## config.mk

```make
export PLATFORM = sky130hd
export DESIGN_NAME = pid_controller_step
export DESIGN_NICKNAME = d
export VERILOG_FILES = /design/src/pidc_pkg.sv /design/src/pidc_mul.sv /design/src/pidc_div.sv /design/src/pid_controller_step.sv
export VERILOG_INCLUDE_DIRS = /design/src /design/src/src
export SDC_FILE = /design/constraint.sdc
export NUM_CORES = 2
export LEC_CHECK = 0
export ABC_AREA = 1
export CAP_MARGIN = 20
export CORE_ASPECT_RATIO = 0.6
export CORE_UTILIZATION = 45
export DETAILED_ROUTE_END_ITERATION = 7
export DONT_BUFFER_PORTS = 1
export PLACE_DENSITY = 0.58
export SLEW_MARGIN = 0
export SYNTH_ARGS = -nofsm -noshare
export SYNTH_HDL_FRONTEND = slang
export SYNTH_HIERARCHICAL = 1
export SYNTH_SLANG_ARGS = --single-unit
export TNS_END_PERCENT = 5
```

## constraint.sdc

```tcl
create_clock -name clk_i -period 21.2 [get_ports clk_i]
set_clock_uncertainty 0.1 [all_clocks]
set_input_delay 0 -clock clk_i [delete_from_list [all_inputs] [get_ports clk_i]]
set_output_delay 0 -clock clk_i [all_outputs]
set_load 0.01 [all_outputs]
```

## src/pid_controller_step_assert.svh

```systemverilog
// Assertion macros for the PID step block.
// Used by pid_controller_step and pidc_mul; no other dependencies.
`ifndef PID_CONTROLLER_STEP_ASSERT_SVH
`define PID_CONTROLLER_STEP_ASSERT_SVH
`ifndef SYNTHESIS
// Check on an explicit clock and active-low reset.
`define PIDC_ASSERT_CLK(label, clk, rst_n, prop, msg) \
  label: assert property (@(posedge clk) disable iff (!rst_n) prop) else $error(msg);
// Check on the house clock clk_i and reset rst_ni.
`define PIDC_ASSERT(label, prop, msg) \
  label: assert property (@(posedge clk_i) disable iff (!rst_ni) prop) else $error(msg);
`else
`define PIDC_ASSERT_CLK(label, clk, rst_n, prop, msg)
`define PIDC_ASSERT(label, prop, msg)
`endif
`endif

```

## src/pidc_pkg.sv

```systemverilog
// Shared constants, codes and unit interface structs of the PID step block.
// No dependencies; imported by every module of the block.
package pidc_pkg;

  // accumulated integral width, Q(INTEGRAL_WIDTH-16).16
  localparam int INTEGRAL_WIDTH = 48;

  localparam int DATA_W  = 32;   // Q16.16 error, output, gains
  localparam int STEP_W  = 16;   // Q0.16 time step
  localparam int GAIN_W  = 32;
  localparam int FRAC_W  = 16;
  localparam int CFG_IDX_W = 2;

  // multiply unit: 64-bit magnitude split into two 32-bit halves
  localparam int MAG_W      = 64;
  localparam int MUL_HALF   = MAG_W / 2;
  localparam int ACC_W      = MAG_W + GAIN_W;
  localparam int RND_W      = ACC_W - FRAC_W;
  localparam int CLAMP_LOG2 = 48;                 // term magnitude limit 2^48
  localparam int TERM_W     = CLAMP_LOG2 + 2;
  localparam int SUM_W      = TERM_W + 1;         // three terms

  // divider: |diff| << 16, padded to an even count, two bits a step
  localparam int DIFF_W    = DATA_W + 1;
  localparam int DIV_N     = DIFF_W + FRAC_W + 1;
  localparam int DIV_STEPS = DIV_N / 2;
  localparam int DIV_CNT_W = $clog2(DIV_STEPS);

  localparam logic [TERM_W-2:0] TERM_CLAMP = {1'b1, {(TERM_W-2){1'b0}}};
  localparam logic [DATA_W-1:0] DATA_MAX   = {1'b0, {(DATA_W-1){1'b1}}};
  localparam logic [DATA_W-1:0] DATA_MIN   = {1'b1, {(DATA_W-1){1'b0}}};

  // func codes
  localparam logic FUNC_UPDATE = 1'b0;
  localparam logic FUNC_CLEAR  = 1'b1;

  // register indexes
  localparam logic [CFG_IDX_W-1:0] REG_GAIN_P = 2'd0;
  localparam logic [CFG_IDX_W-1:0] REG_GAIN_I = 2'd1;
  localparam logic [CFG_IDX_W-1:0] REG_GAIN_D = 2'd2;

  typedef struct packed {
    logic                     start;
    logic signed [MAG_W-1:0]  a;
    logic signed [GAIN_W-1:0] g;
  } mul_req_t;

  typedef struct packed {
    logic                     done;
    logic                     busy;
    logic signed [TERM_W-1:0] term;
  } mul_rsp_t;

  typedef struct packed {
    logic              start;
    logic [DIFF_W-1:0] mag;
    logic [STEP_W-1:0] divisor;
  } div_req_t;

  typedef struct packed {
    logic             done;
    logic             busy;
    logic [DIV_N-1:0] quot;
  } div_rsp_t;

endpackage

```

## src/pidc_mul.sv

```systemverilog
// Shared multiply-shift unit: floor(a * g / 2^16), magnitude clamped to 2^48.
// One 32x32 multiplier used twice per operation. Depends on pidc_pkg.
`include "pid_controller_step_assert.svh"

module pidc_mul
  import pidc_pkg::*;
(
  input  logic     clk_i,
  input  logic     rst_ni,
  input  mul_req_t req_i,
  output mul_rsp_t rsp_o
);

  typedef enum logic [3:0] {
    MP_IDLE = 4'b0001,
    MP_LO   = 4'b0010,
    MP_HI   = 4'b0100,
    MP_FIN  = 4'b1000
  } mul_ph_e;

  localparam logic signed [TERM_W-1:0] TERM_LIM = signed'({1'b0, TERM_CLAMP});

  mul_ph_e ph_q, ph_d;
  logic    done_q;

  logic [MAG_W-1:0]         ma_q, ma_in;
  logic [GAIN_W-1:0]        mg_q, mg_in;
  logic                     neg_q;
  logic [ACC_W-1:0]         acc_q;
  logic signed [TERM_W-1:0] term_q, term_fin;

  logic [MUL_HALF-1:0]      mul_a;
  logic [2*MUL_HALF-1:0]    prod;
  logic [RND_W-1:0]         m_raw;
  logic [TERM_W-2:0]        m_clip;

  assign ma_in = req_i.a[MAG_W-1]  ? MAG_W'(-req_i.a)  : MAG_W'(req_i.a);
  assign mg_in = req_i.g[GAIN_W-1] ? GAIN_W'(-req_i.g) : GAIN_W'(req_i.g);

  // low half first, then high half
  assign mul_a = (ph_q == MP_HI) ? ma_q[MAG_W-1:MUL_HALF] : ma_q[MUL_HALF-1:0];
  assign prod  = (2*MUL_HALF)'(mul_a) * (2*MUL_HALF)'(mg_q);

  // round toward minus infinity on the signed result, then clamp
  always_comb begin
    m_raw = acc_q[ACC_W-1:FRAC_W] + RND_W'(neg_q & (|acc_q[FRAC_W-1:0]));
    if (m_raw > RND_W'(TERM_CLAMP)) begin
      m_clip = TERM_CLAMP;
    end else begin
      m_clip = m_raw[TERM_W-2:0];
    end
    term_fin = neg_q ? -signed'({1'b0, m_clip}) : signed'({1'b0, m_clip});
  end

  always_comb begin
    ph_d = ph_q;
    case (ph_q)
      MP_IDLE: if (req_i.start) ph_d = MP_LO;
      MP_LO:   ph_d = MP_HI;
      MP_HI:   ph_d = MP_FIN;
      MP_FIN:  ph_d = MP_IDLE;
      default: ph_d = MP_IDLE;
    endcase
  end

  always_ff @(posedge clk_i or negedge rst_ni) begin
    if (!rst_ni) begin
      ph_q   <= MP_IDLE;
      done_q <= 1'b0;
    end else begin
      ph_q   <= ph_d;
      done_q <= (ph_q == MP_FIN);
    end
  end

  always_ff @(posedge clk_i) begin
    if (ph_q == MP_IDLE && req_i.start) begin
      ma_q  <= ma_in;
      mg_q  <= mg_in;
      neg_q <= req_i.a[MAG_W-1] ^ req_i.g[GAIN_W-1];
    end
    if (ph_q == MP_LO) begin
      acc_q <= {{(ACC_W-2*MUL_HALF){1'b0}}, prod};
    end
    if (ph_q == MP_HI) begin
      acc_q <= acc_q + {prod, {(ACC_W-2*MUL_HALF){1'b0}}};
    end
    if (ph_q == MP_FIN) begin
      term_q <= term_fin;
    end
  end

  assign rsp_o.done = done_q;
  assign rsp_o.busy = (ph_q != MP_IDLE);
  assign rsp_o.term = term_q;

  `PIDC_ASSERT(a_mul_start_idle, req_i.start |-> ph_q == MP_IDLE, "multiply started while busy")
  `PIDC_ASSERT(a_mul_done_fin, done_q |-> $past(ph_q == MP_FIN), "done without final phase")
  `PIDC_ASSERT(a_mul_term_lim, done_q |-> (term_q <= TERM_LIM && term_q >= -TERM_LIM), "term beyond clamp")

endmodule

```

## src/pidc_div.sv

```systemverilog
// Radix-4 restoring divider for the derivative: (|diff| << 16) / step.
// Two quotient bits per cycle; no new start is taken while busy. Depends on pidc_pkg.

module pidc_div
  import pidc_pkg::*;
(
  input  logic     clk_i,
  input  logic     rst_ni,
  input  div_req_t req_i,
  output div_rsp_t rsp_o
);

  logic                 busy_q, done_q;
  logic [DIV_CNT_W-1:0] cnt_q;
  logic [DIV_N-1:0]     num_q, quot_q;
  logic [STEP_W-1:0]    rem_q, dv_q;

  logic [STEP_W:0]      r1, r1n, r2, r2n;
  logic                 ge1, ge2;
  logic                 last_step;

  always_comb begin
    r1  = {rem_q, num_q[DIV_N-1]};
    ge1 = (r1 >= {1'b0, dv_q});
    r1n = ge1 ? (r1 - {1'b0, dv_q}) : r1;
    r2  = {r1n[STEP_W-1:0], num_q[DIV_N-2]};
    ge2 = (r2 >= {1'b0, dv_q});
    r2n = ge2 ? (r2 - {1'b0, dv_q}) : r2;
  end

  assign last_step = (cnt_q == DIV_CNT_W'(DIV_STEPS - 1));

  always_ff @(posedge clk_i or negedge rst_ni) begin
    if (!rst_ni) begin
      busy_q <= 1'b0;
      done_q <= 1'b0;
      cnt_q  <= '0;
    end else begin
      done_q <= 1'b0;
      if (!busy_q && req_i.start) begin
        busy_q <= 1'b1;
        cnt_q  <= '0;
      end else if (busy_q) begin
        cnt_q <= cnt_q + 1'b1;
        if (last_step) begin
          busy_q <= 1'b0;
          done_q <= 1'b1;
        end
      end
    end
  end

  always_ff @(posedge clk_i) begin
    if (!busy_q && req_i.start) begin
      num_q <= {1'b0, req_i.mag, {FRAC_W{1'b0}}};
      rem_q <= '0;
      dv_q  <= req_i.divisor;
    end else if (busy_q) begin
      num_q  <= {num_q[DIV_N-3:0], 2'b00};
      rem_q  <= r2n[STEP_W-1:0];
      quot_q <= {quot_q[DIV_N-3:0], ge1, ge2};
    end
  end

  assign rsp_o.done = done_q;
  assign rsp_o.busy = busy_q;
  assign rsp_o.quot = quot_q;

endmodule

```

## src/pid_controller_step.sv

```systemverilog
// Top level of the fixed-point discrete PID step: sequencer, state, output stage.
// Depends on pidc_pkg, pidc_mul, pidc_div and pid_controller_step_assert.svh.
`include "pid_controller_step_assert.svh"

// Discrete PID step, Q16.16. Each input word is an update (tuser = 0) or a
// clear (tuser = 1). For an update with a nonzero step the derivative
// divider forms two quotient bits per cycle while the shared 32x32
// multiplier forms the integral increment e*dt alongside it, then the same
// multiplier forms the p, i and d terms one after another, and the S_DONE
// state saturates the sum into the output register. A clear or a zero step
// goes to S_DONE and produces drive 0; a zero step leaves the state untouched.
// s_axis_tready is high only while the sequencer is idle; the output
// register lets the next word be accepted while a result is still waiting.
// Gains are written over the cfg port (index 0 p, 1 i, 2 d; index 3 is
// dropped); the user must write them only while the block is idle, which
// the block itself does not enforce. Each term is clamped to +-2^48, the
// integral saturates at INTEGRAL_WIDTH bits, the derivative at 32 bits, and
// output tuser flags an integral or derivative clip or output saturation.

module pid_controller_step
  import pidc_pkg::*;
(
  input  logic                 clk_i,
  input  logic                 rst_ni,
  // configuration write channel
  input  logic                 cfg_valid_i,
  output logic                 cfg_ready_o,
  input  logic [CFG_IDX_W-1:0] cfg_index_i,
  input  logic [DATA_W-1:0]    cfg_data_i,
  // input word
  input  logic                 s_axis_tvalid,
  output logic                 s_axis_tready,
  input  logic [47:0]          s_axis_tdata,   // [31:0] error_in, [47:32] time_step
  input  logic                 s_axis_tuser,   // [0] func
  // result word
  output logic                 m_axis_tvalid,
  input  logic                 m_axis_tready,
  output logic [31:0]          m_axis_tdata,   // [31:0] drive_out
  output logic                 m_axis_tuser    // [0] saturated
);

  typedef enum logic [5:0] {
    S_IDLE = 6'b000001,
    S_DIV  = 6'b000010,
    S_MULP = 6'b000100,
    S_MULI = 6'b001000,
    S_MULD = 6'b010000,
    S_DONE = 6'b100000
  } pidc_state_e;

  localparam int IW = INTEGRAL_WIDTH;

  pidc_state_e state_q, state_d;

  // controller state and gains
  logic signed [IW-1:0]     integral_q, integral_d;
  logic signed [DATA_W-1:0] last_q, last_d;
  logic signed [GAIN_W-1:0] gain_p_q, gain_i_q, gain_d_q;

  // per-item working registers
  logic signed [DATA_W-1:0] e_q, e_d;
  logic                     dneg_q, dneg_d;
  logic signed [DATA_W-1:0] deriv_q, deriv_d;
  logic signed [SUM_W-1:0]  sum_q, sum_d;
  logic                     sat_q, sat_d;

  // output register
  logic                     out_valid_q, out_valid_d;
  logic [DATA_W-1:0]        out_data_q, out_data_d;
  logic                     out_sat_q, out_sat_d;

  // input word fields
  logic                     in_func;
  logic signed [DATA_W-1:0] in_error;
  logic [STEP_W-1:0]        in_step;
  logic                     s_acc;

  logic signed [DIFF_W-1:0] diff;
  logic [DIFF_W-1:0]        diff_mag;

  mul_req_t mul_req;
  mul_rsp_t mul_rsp;
  div_req_t div_req;
  div_rsp_t div_rsp;

  // integral update
  logic signed [DATA_W-1:0] inc;
  logic signed [IW:0]       isum;
  logic signed [IW-1:0]     isat;
  logic                     iclip;

  // derivative clamp
  logic signed [DATA_W-1:0] dsat;
  logic                     dclip;

  // output saturation
  logic [SUM_W-DATA_W:0]    sum_top;
  logic                     oclip;
  logic [DATA_W-1:0]        drive;

  assign in_func  = s_axis_tuser;
  assign in_error = s_axis_tdata[DATA_W-1:0];
  assign in_step  = s_axis_tdata[DATA_W+STEP_W-1:DATA_W];

  assign s_axis_tready = (state_q == S_IDLE);
  assign s_acc         = s_axis_tvalid && s_axis_tready;
  assign cfg_ready_o   = 1'b1;

  assign diff     = DIFF_W'(in_error) - DIFF_W'(last_q);
  assign diff_mag = diff[DIFF_W-1] ? DIFF_W'(-diff) : DIFF_W'(diff);

  // I = sat(I + e*dt/2^16); the increment always fits in 32 bits
  always_comb begin
    inc   = mul_rsp.term[DATA_W-1:0];
    isum  = (IW+1)'(integral_q) + (IW+1)'(inc);
    iclip = (isum[IW] != isum[IW-1]);
    if (iclip) begin
      isat = isum[IW] ? signed'({1'b1, {(IW-1){1'b0}}}) : signed'({1'b0, {(IW-1){1'b1}}});
    end else begin
      isat = isum[IW-1:0];
    end
  end

  // D = +-quotient, clamped to signed 32 bits
  always_comb begin
    if (dneg_q) begin
      dclip = (div_rsp.quot > DIV_N'(DATA_MIN));
      dsat  = dclip ? signed'(DATA_MIN) : -signed'(div_rsp.quot[DATA_W-1:0]);
    end else begin
      dclip = (div_rsp.quot > DIV_N'(DATA_MAX));
      dsat  = dclip ? signed'(DATA_MAX) : signed'(div_rsp.quot[DATA_W-1:0]);
    end
  end

  // sum fits in 32 bits when all bits above bit 30 agree
  always_comb begin
    sum_top = sum_q[SUM_W-1:DATA_W-1];
    oclip   = !((&sum_top) || !(|sum_top));
    if (oclip) begin
      drive = sum_q[SUM_W-1] ? DATA_MIN : DATA_MAX;
    end else begin
      drive = sum_q[DATA_W-1:0];
    end
  end

  // sequencer
  always_comb begin
    state_d     = state_q;
    integral_d  = integral_q;
    last_d      = last_q;
    e_d         = e_q;
    dneg_d      = dneg_q;
    deriv_d     = deriv_q;
    sum_d       = sum_q;
    sat_d       = sat_q;
    out_valid_d = out_valid_q;
    out_data_d  = out_data_q;
    out_sat_d   = out_sat_q;

    mul_req         = '0;
    div_req.start   = 1'b0;
    div_req.mag     = diff_mag;
    div_req.divisor = in_step;

    if (out_valid_q && m_axis_tready) begin
      out_valid_d = 1'b0;
    end

    case (state_q)
      S_IDLE: begin
        mul_req.a = MAG_W'(in_error);
        mul_req.g = GAIN_W'(in_step);
        if (s_acc) begin
          e_d    = in_error;
          dneg_d = diff[DIFF_W-1];
          sum_d  = '0;
          sat_d  = 1'b0;
          if (in_func == FUNC_CLEAR) begin
            integral_d = '0;
            last_d     = '0;
            state_d    = S_DONE;
          end else if (in_step == '0) begin
            state_d = S_DONE;
          end else begin
            last_d        = in_error;
            mul_req.start = 1'b1;
            div_req.start = 1'b1;
            state_d       = S_DIV;
          end
        end
      end
      S_DIV: begin
        // increment finishes long before the quotient
        if (mul_rsp.done) begin
          integral_d = isat;
          if (iclip) sat_d = 1'b1;
        end
        if (div_rsp.done) begin
          deriv_d = dsat;
          if (dclip) sat_d = 1'b1;
          mul_req.start = 1'b1;
          mul_req.a     = MAG_W'(e_q);
          mul_req.g     = gain_p_q;
          state_d       = S_MULP;
        end
      end
      S_MULP: begin
        if (mul_rsp.done) begin
          sum_d         = SUM_W'(mul_rsp.term);
          mul_req.start = 1'b1;
          mul_req.a     = MAG_W'(integral_q);
          mul_req.g     = gain_i_q;
          state_d       = S_MULI;
        end
      end
      S_MULI: begin
        if (mul_rsp.done) begin
          sum_d         = sum_q + SUM_W'(mul_rsp.term);
          mul_req.start = 1'b1;
          mul_req.a     = MAG_W'(deriv_q);
          mul_req.g     = gain_d_q;
          state_d       = S_MULD;
        end
      end
      S_MULD: begin
        if (mul_rsp.done) begin
          sum_d   = sum_q + SUM_W'(mul_rsp.term);
          state_d = S_DONE;
        end
      end
      S_DONE: begin
        // hand over once the output register is free or being drained
        if (!out_valid_q || m_axis_tready) begin
          out_valid_d = 1'b1;
          out_data_d  = drive;
          out_sat_d   = sat_q | oclip;
          state_d     = S_IDLE;
        end
      end
      default: state_d = S_IDLE;
    endcase
  end

  always_ff @(posedge clk_i or negedge rst_ni) begin
    if (!rst_ni) begin
      state_q     <= S_IDLE;
      integral_q  <= '0;
      last_q      <= '0;
      gain_p_q    <= '0;
      gain_i_q    <= '0;
      gain_d_q    <= '0;
      out_valid_q <= 1'b0;
    end else begin
      state_q     <= state_d;
      integral_q  <= integral_d;
      last_q      <= last_d;
      out_valid_q <= out_valid_d;
      if (cfg_valid_i && cfg_ready_o) begin
        case (cfg_index_i)
          REG_GAIN_P: gain_p_q <= cfg_data_i;
          REG_GAIN_I: gain_i_q <= cfg_data_i;
          REG_GAIN_D: gain_d_q <= cfg_data_i;
          default: ;
        endcase
      end
    end
  end

  always_ff @(posedge clk_i) begin
    e_q        <= e_d;
    dneg_q     <= dneg_d;
    deriv_q    <= deriv_d;
    sum_q      <= sum_d;
    sat_q      <= sat_d;
    out_data_q <= out_data_d;
    out_sat_q  <= out_sat_d;
  end

  pidc_mul u_mul (
    .clk_i  (clk_i),
    .rst_ni (rst_ni),
    .req_i  (mul_req),
    .rsp_o  (mul_rsp)
  );

  pidc_div u_div (
    .clk_i  (clk_i),
    .rst_ni (rst_ni),
    .req_i  (div_req),
    .rsp_o  (div_rsp)
  );

  assign m_axis_tvalid = out_valid_q;
  assign m_axis_tdata  = out_data_q;
  assign m_axis_tuser  = out_sat_q;

  `PIDC_ASSERT(a_clear_zeroes, (s_acc && in_func == FUNC_CLEAR) |=> (integral_q == '0 && last_q == '0), "clear left state")
  `PIDC_ASSERT(a_zero_step_hold, (s_acc && in_func == FUNC_UPDATE && in_step == '0) |=> $stable(integral_q), "zero step changed integral")
  `PIDC_ASSERT(a_inc_before_div, (state_q == S_DIV && div_rsp.done) |-> !mul_rsp.busy, "quotient before increment")
  `PIDC_ASSERT(a_idle_units, s_axis_tready |-> (!mul_rsp.busy && !div_rsp.busy), "unit busy while idle")

endmodule

```

==> qor.txt <==
fmax - 0.07095 GHz
Detailed Route Iter0 Violations - 9743
Worst Max-Slew Pin Slew - 1.179 ns
final hold violations - 0
fin. max-slew vios - 0
CP max-delay cell - buf_4
Critical R2R Capture - u_mul/acc_q[88]
WL final - 331300 µm
global route overflow - 0
CTS clk-pin slew, worst paths - 0.07 ns
H-Tree Depth - 3
WHS Path Cells - 3
min Tclk post-route - 14.09 ns
Reg-to-Reg Start - u_mul/ph_q[0]
Hold EP - gain_d_q[11]
vias in the first global route - 72440
most frequent cells in the layout - nand2_1 (2675), inv_1 (1982), nor2_1 (1390), fa_1 (902), ha_1 (508)
post_cts resized - 0
Reg2Reg Depth - 43
largest net degree at the start of global routing - 149
RSZ-0062 raised after global routing - no
Fin Setup TNS - 0 ns
Max Cap Viol - 0
final worst slack - 7.105 ns
slowest cell delay on critical path - 0.80 ns
FILL cells - 18680
critical path arrival - 14.50 ns
initial core utilization - 45.30%
# rows - 123
pre-CTS setup slack - 7.710 ns
Buffers on Ports - 0
Core Area - 187400 µm²
cell area after technology mapping - 84910 µm²
Avg Inst Size Synth - 7.605 µm²
Setup crit end kind - flop
Post-CTS Setup Bufs - 0
Syn Nets - 12660
P&R area growth vs syn - 8.064%
CP dominant cell by count - inv_1
global-route wire length before repair - 487000 µm
Worst Hold Class - in -> reg
Worst Path Buf+Inv - 14
die area - 190500 µm²
Crit path max-delay family - adder cells
DIE WIDTH - 562.8 µm
register area - 20000 µm²
total iterations of the first detailed-routing run - 6
CTS Hold Bufs - 123
r2r setup slk - 7.11 ns
Final Net Count - 12650
hold_sp - cfg_data_i[11]
DR vias - 77600
clk sinks - 704
CP Launch Type - flop
DRT antenna net count - 0
Vias/cell - 5.653
outcome - finished, final reports clean
leading cell type in the layout, fill and taps excluded - nand2_1
Final Wtd Congestion - 1.042
Setup Viol. Count Final - 0
I/O Pins - 124
share of cells above drive strength 1 - 4.529%
hold_ws - 0.04482 ns
clk buf depth - 3
initial antenna violation count - 13
root buf cell - clkbuf_16
Tot GR Track Use - 34.43%
DP Wirelength - 270400 µm
Max-slew headroom - 20.67%
Worst Path Max Fanout - 67
footprint of the multi-input gates - 56090 µm²
crit share post-route - 66.48%
Remaining DRCs - 0
Syn Inst Count - 11170
Routed WL per cell - 24.13 µm
CP Data Required Time - 21.61 ns
CTS Buf Count - 73
Clk Latency, worst-skew pair - 0.70 ns
CTS tree - done
Crit Path Class - reg -> reg
Yosys warning total - 6
die height - 338.5 µm
worst max path at each step:
stage                  startpoint  slack [ns]         endpoint  cells past startpoint
CTS                 u_mul/ph_q[0]        7.69  u_mul/acc_q[88]                     42
global placement    u_mul/ph_q[0]        7.13  u_mul/acc_q[88]                     37
finish              u_mul/ph_q[0]        7.11  u_mul/acc_q[88]                     43
detailed placement  u_mul/ph_q[0]        7.71  u_mul/acc_q[88]                     42
global route        u_mul/ph_q[0]        6.78  u_mul/acc_q[88]                     42
floorplan           u_mul/ph_q[0]       11.45  u_mul/acc_q[94]                     43
layout make-up:
| type | instances | area share, % |
|---|---|---|
| diodes | 11 | 0.03000 |
| flip-flops and latches | 704 | 21.79 |
| inverters | 2026 | 8.289 |
| clock buffers | 86 | 2.158 |
| well taps | 2500 | 3.409 |
| repair buffers | 251 | 2.484 |
| multi-input cells | 8099 | 61.13 |
| clock inverters | 50 | 0.7090 |
tightest hold or removal path, stage by stage:
cell and delay (ns):
dlygate4sd3_1 0.58, inv_1 0.10, o21ai_0 0.09
per-layer routing:
layer	GRT usage, %	part of all wire (%)	wire [µm]
met2	42.67	36	119400
met3	9.563	13	42340
met5	0.8000	0.082	273
met4	4.943	1.5	5024
met1	57.82	50	164300
registers in the layout, summed over array words and instances, names as in the netlist, 34 cells and up:
name / count
u_mul/acc_q: 96
u_mul/ma_q: 64
sum_q: 51
u_div/quot_q: 50
u_mul/term_q: 50
integral_q: 48
u_div/num_q: 34
per-stage QoR:
stage               util, %  cells  area (µm²)
floorplan                 -  11170       84910
global placement      46.83  13460       87780
detailed placement    46.84  13460       87810
global route          48.94  13720       91730
CTS                   48.92  13720       91710
finish                48.95  13730       91760
Power is left out: the tool's default activity adds up to more than one toggle a clock period on the data nets, which glitch-free logic cannot reach.
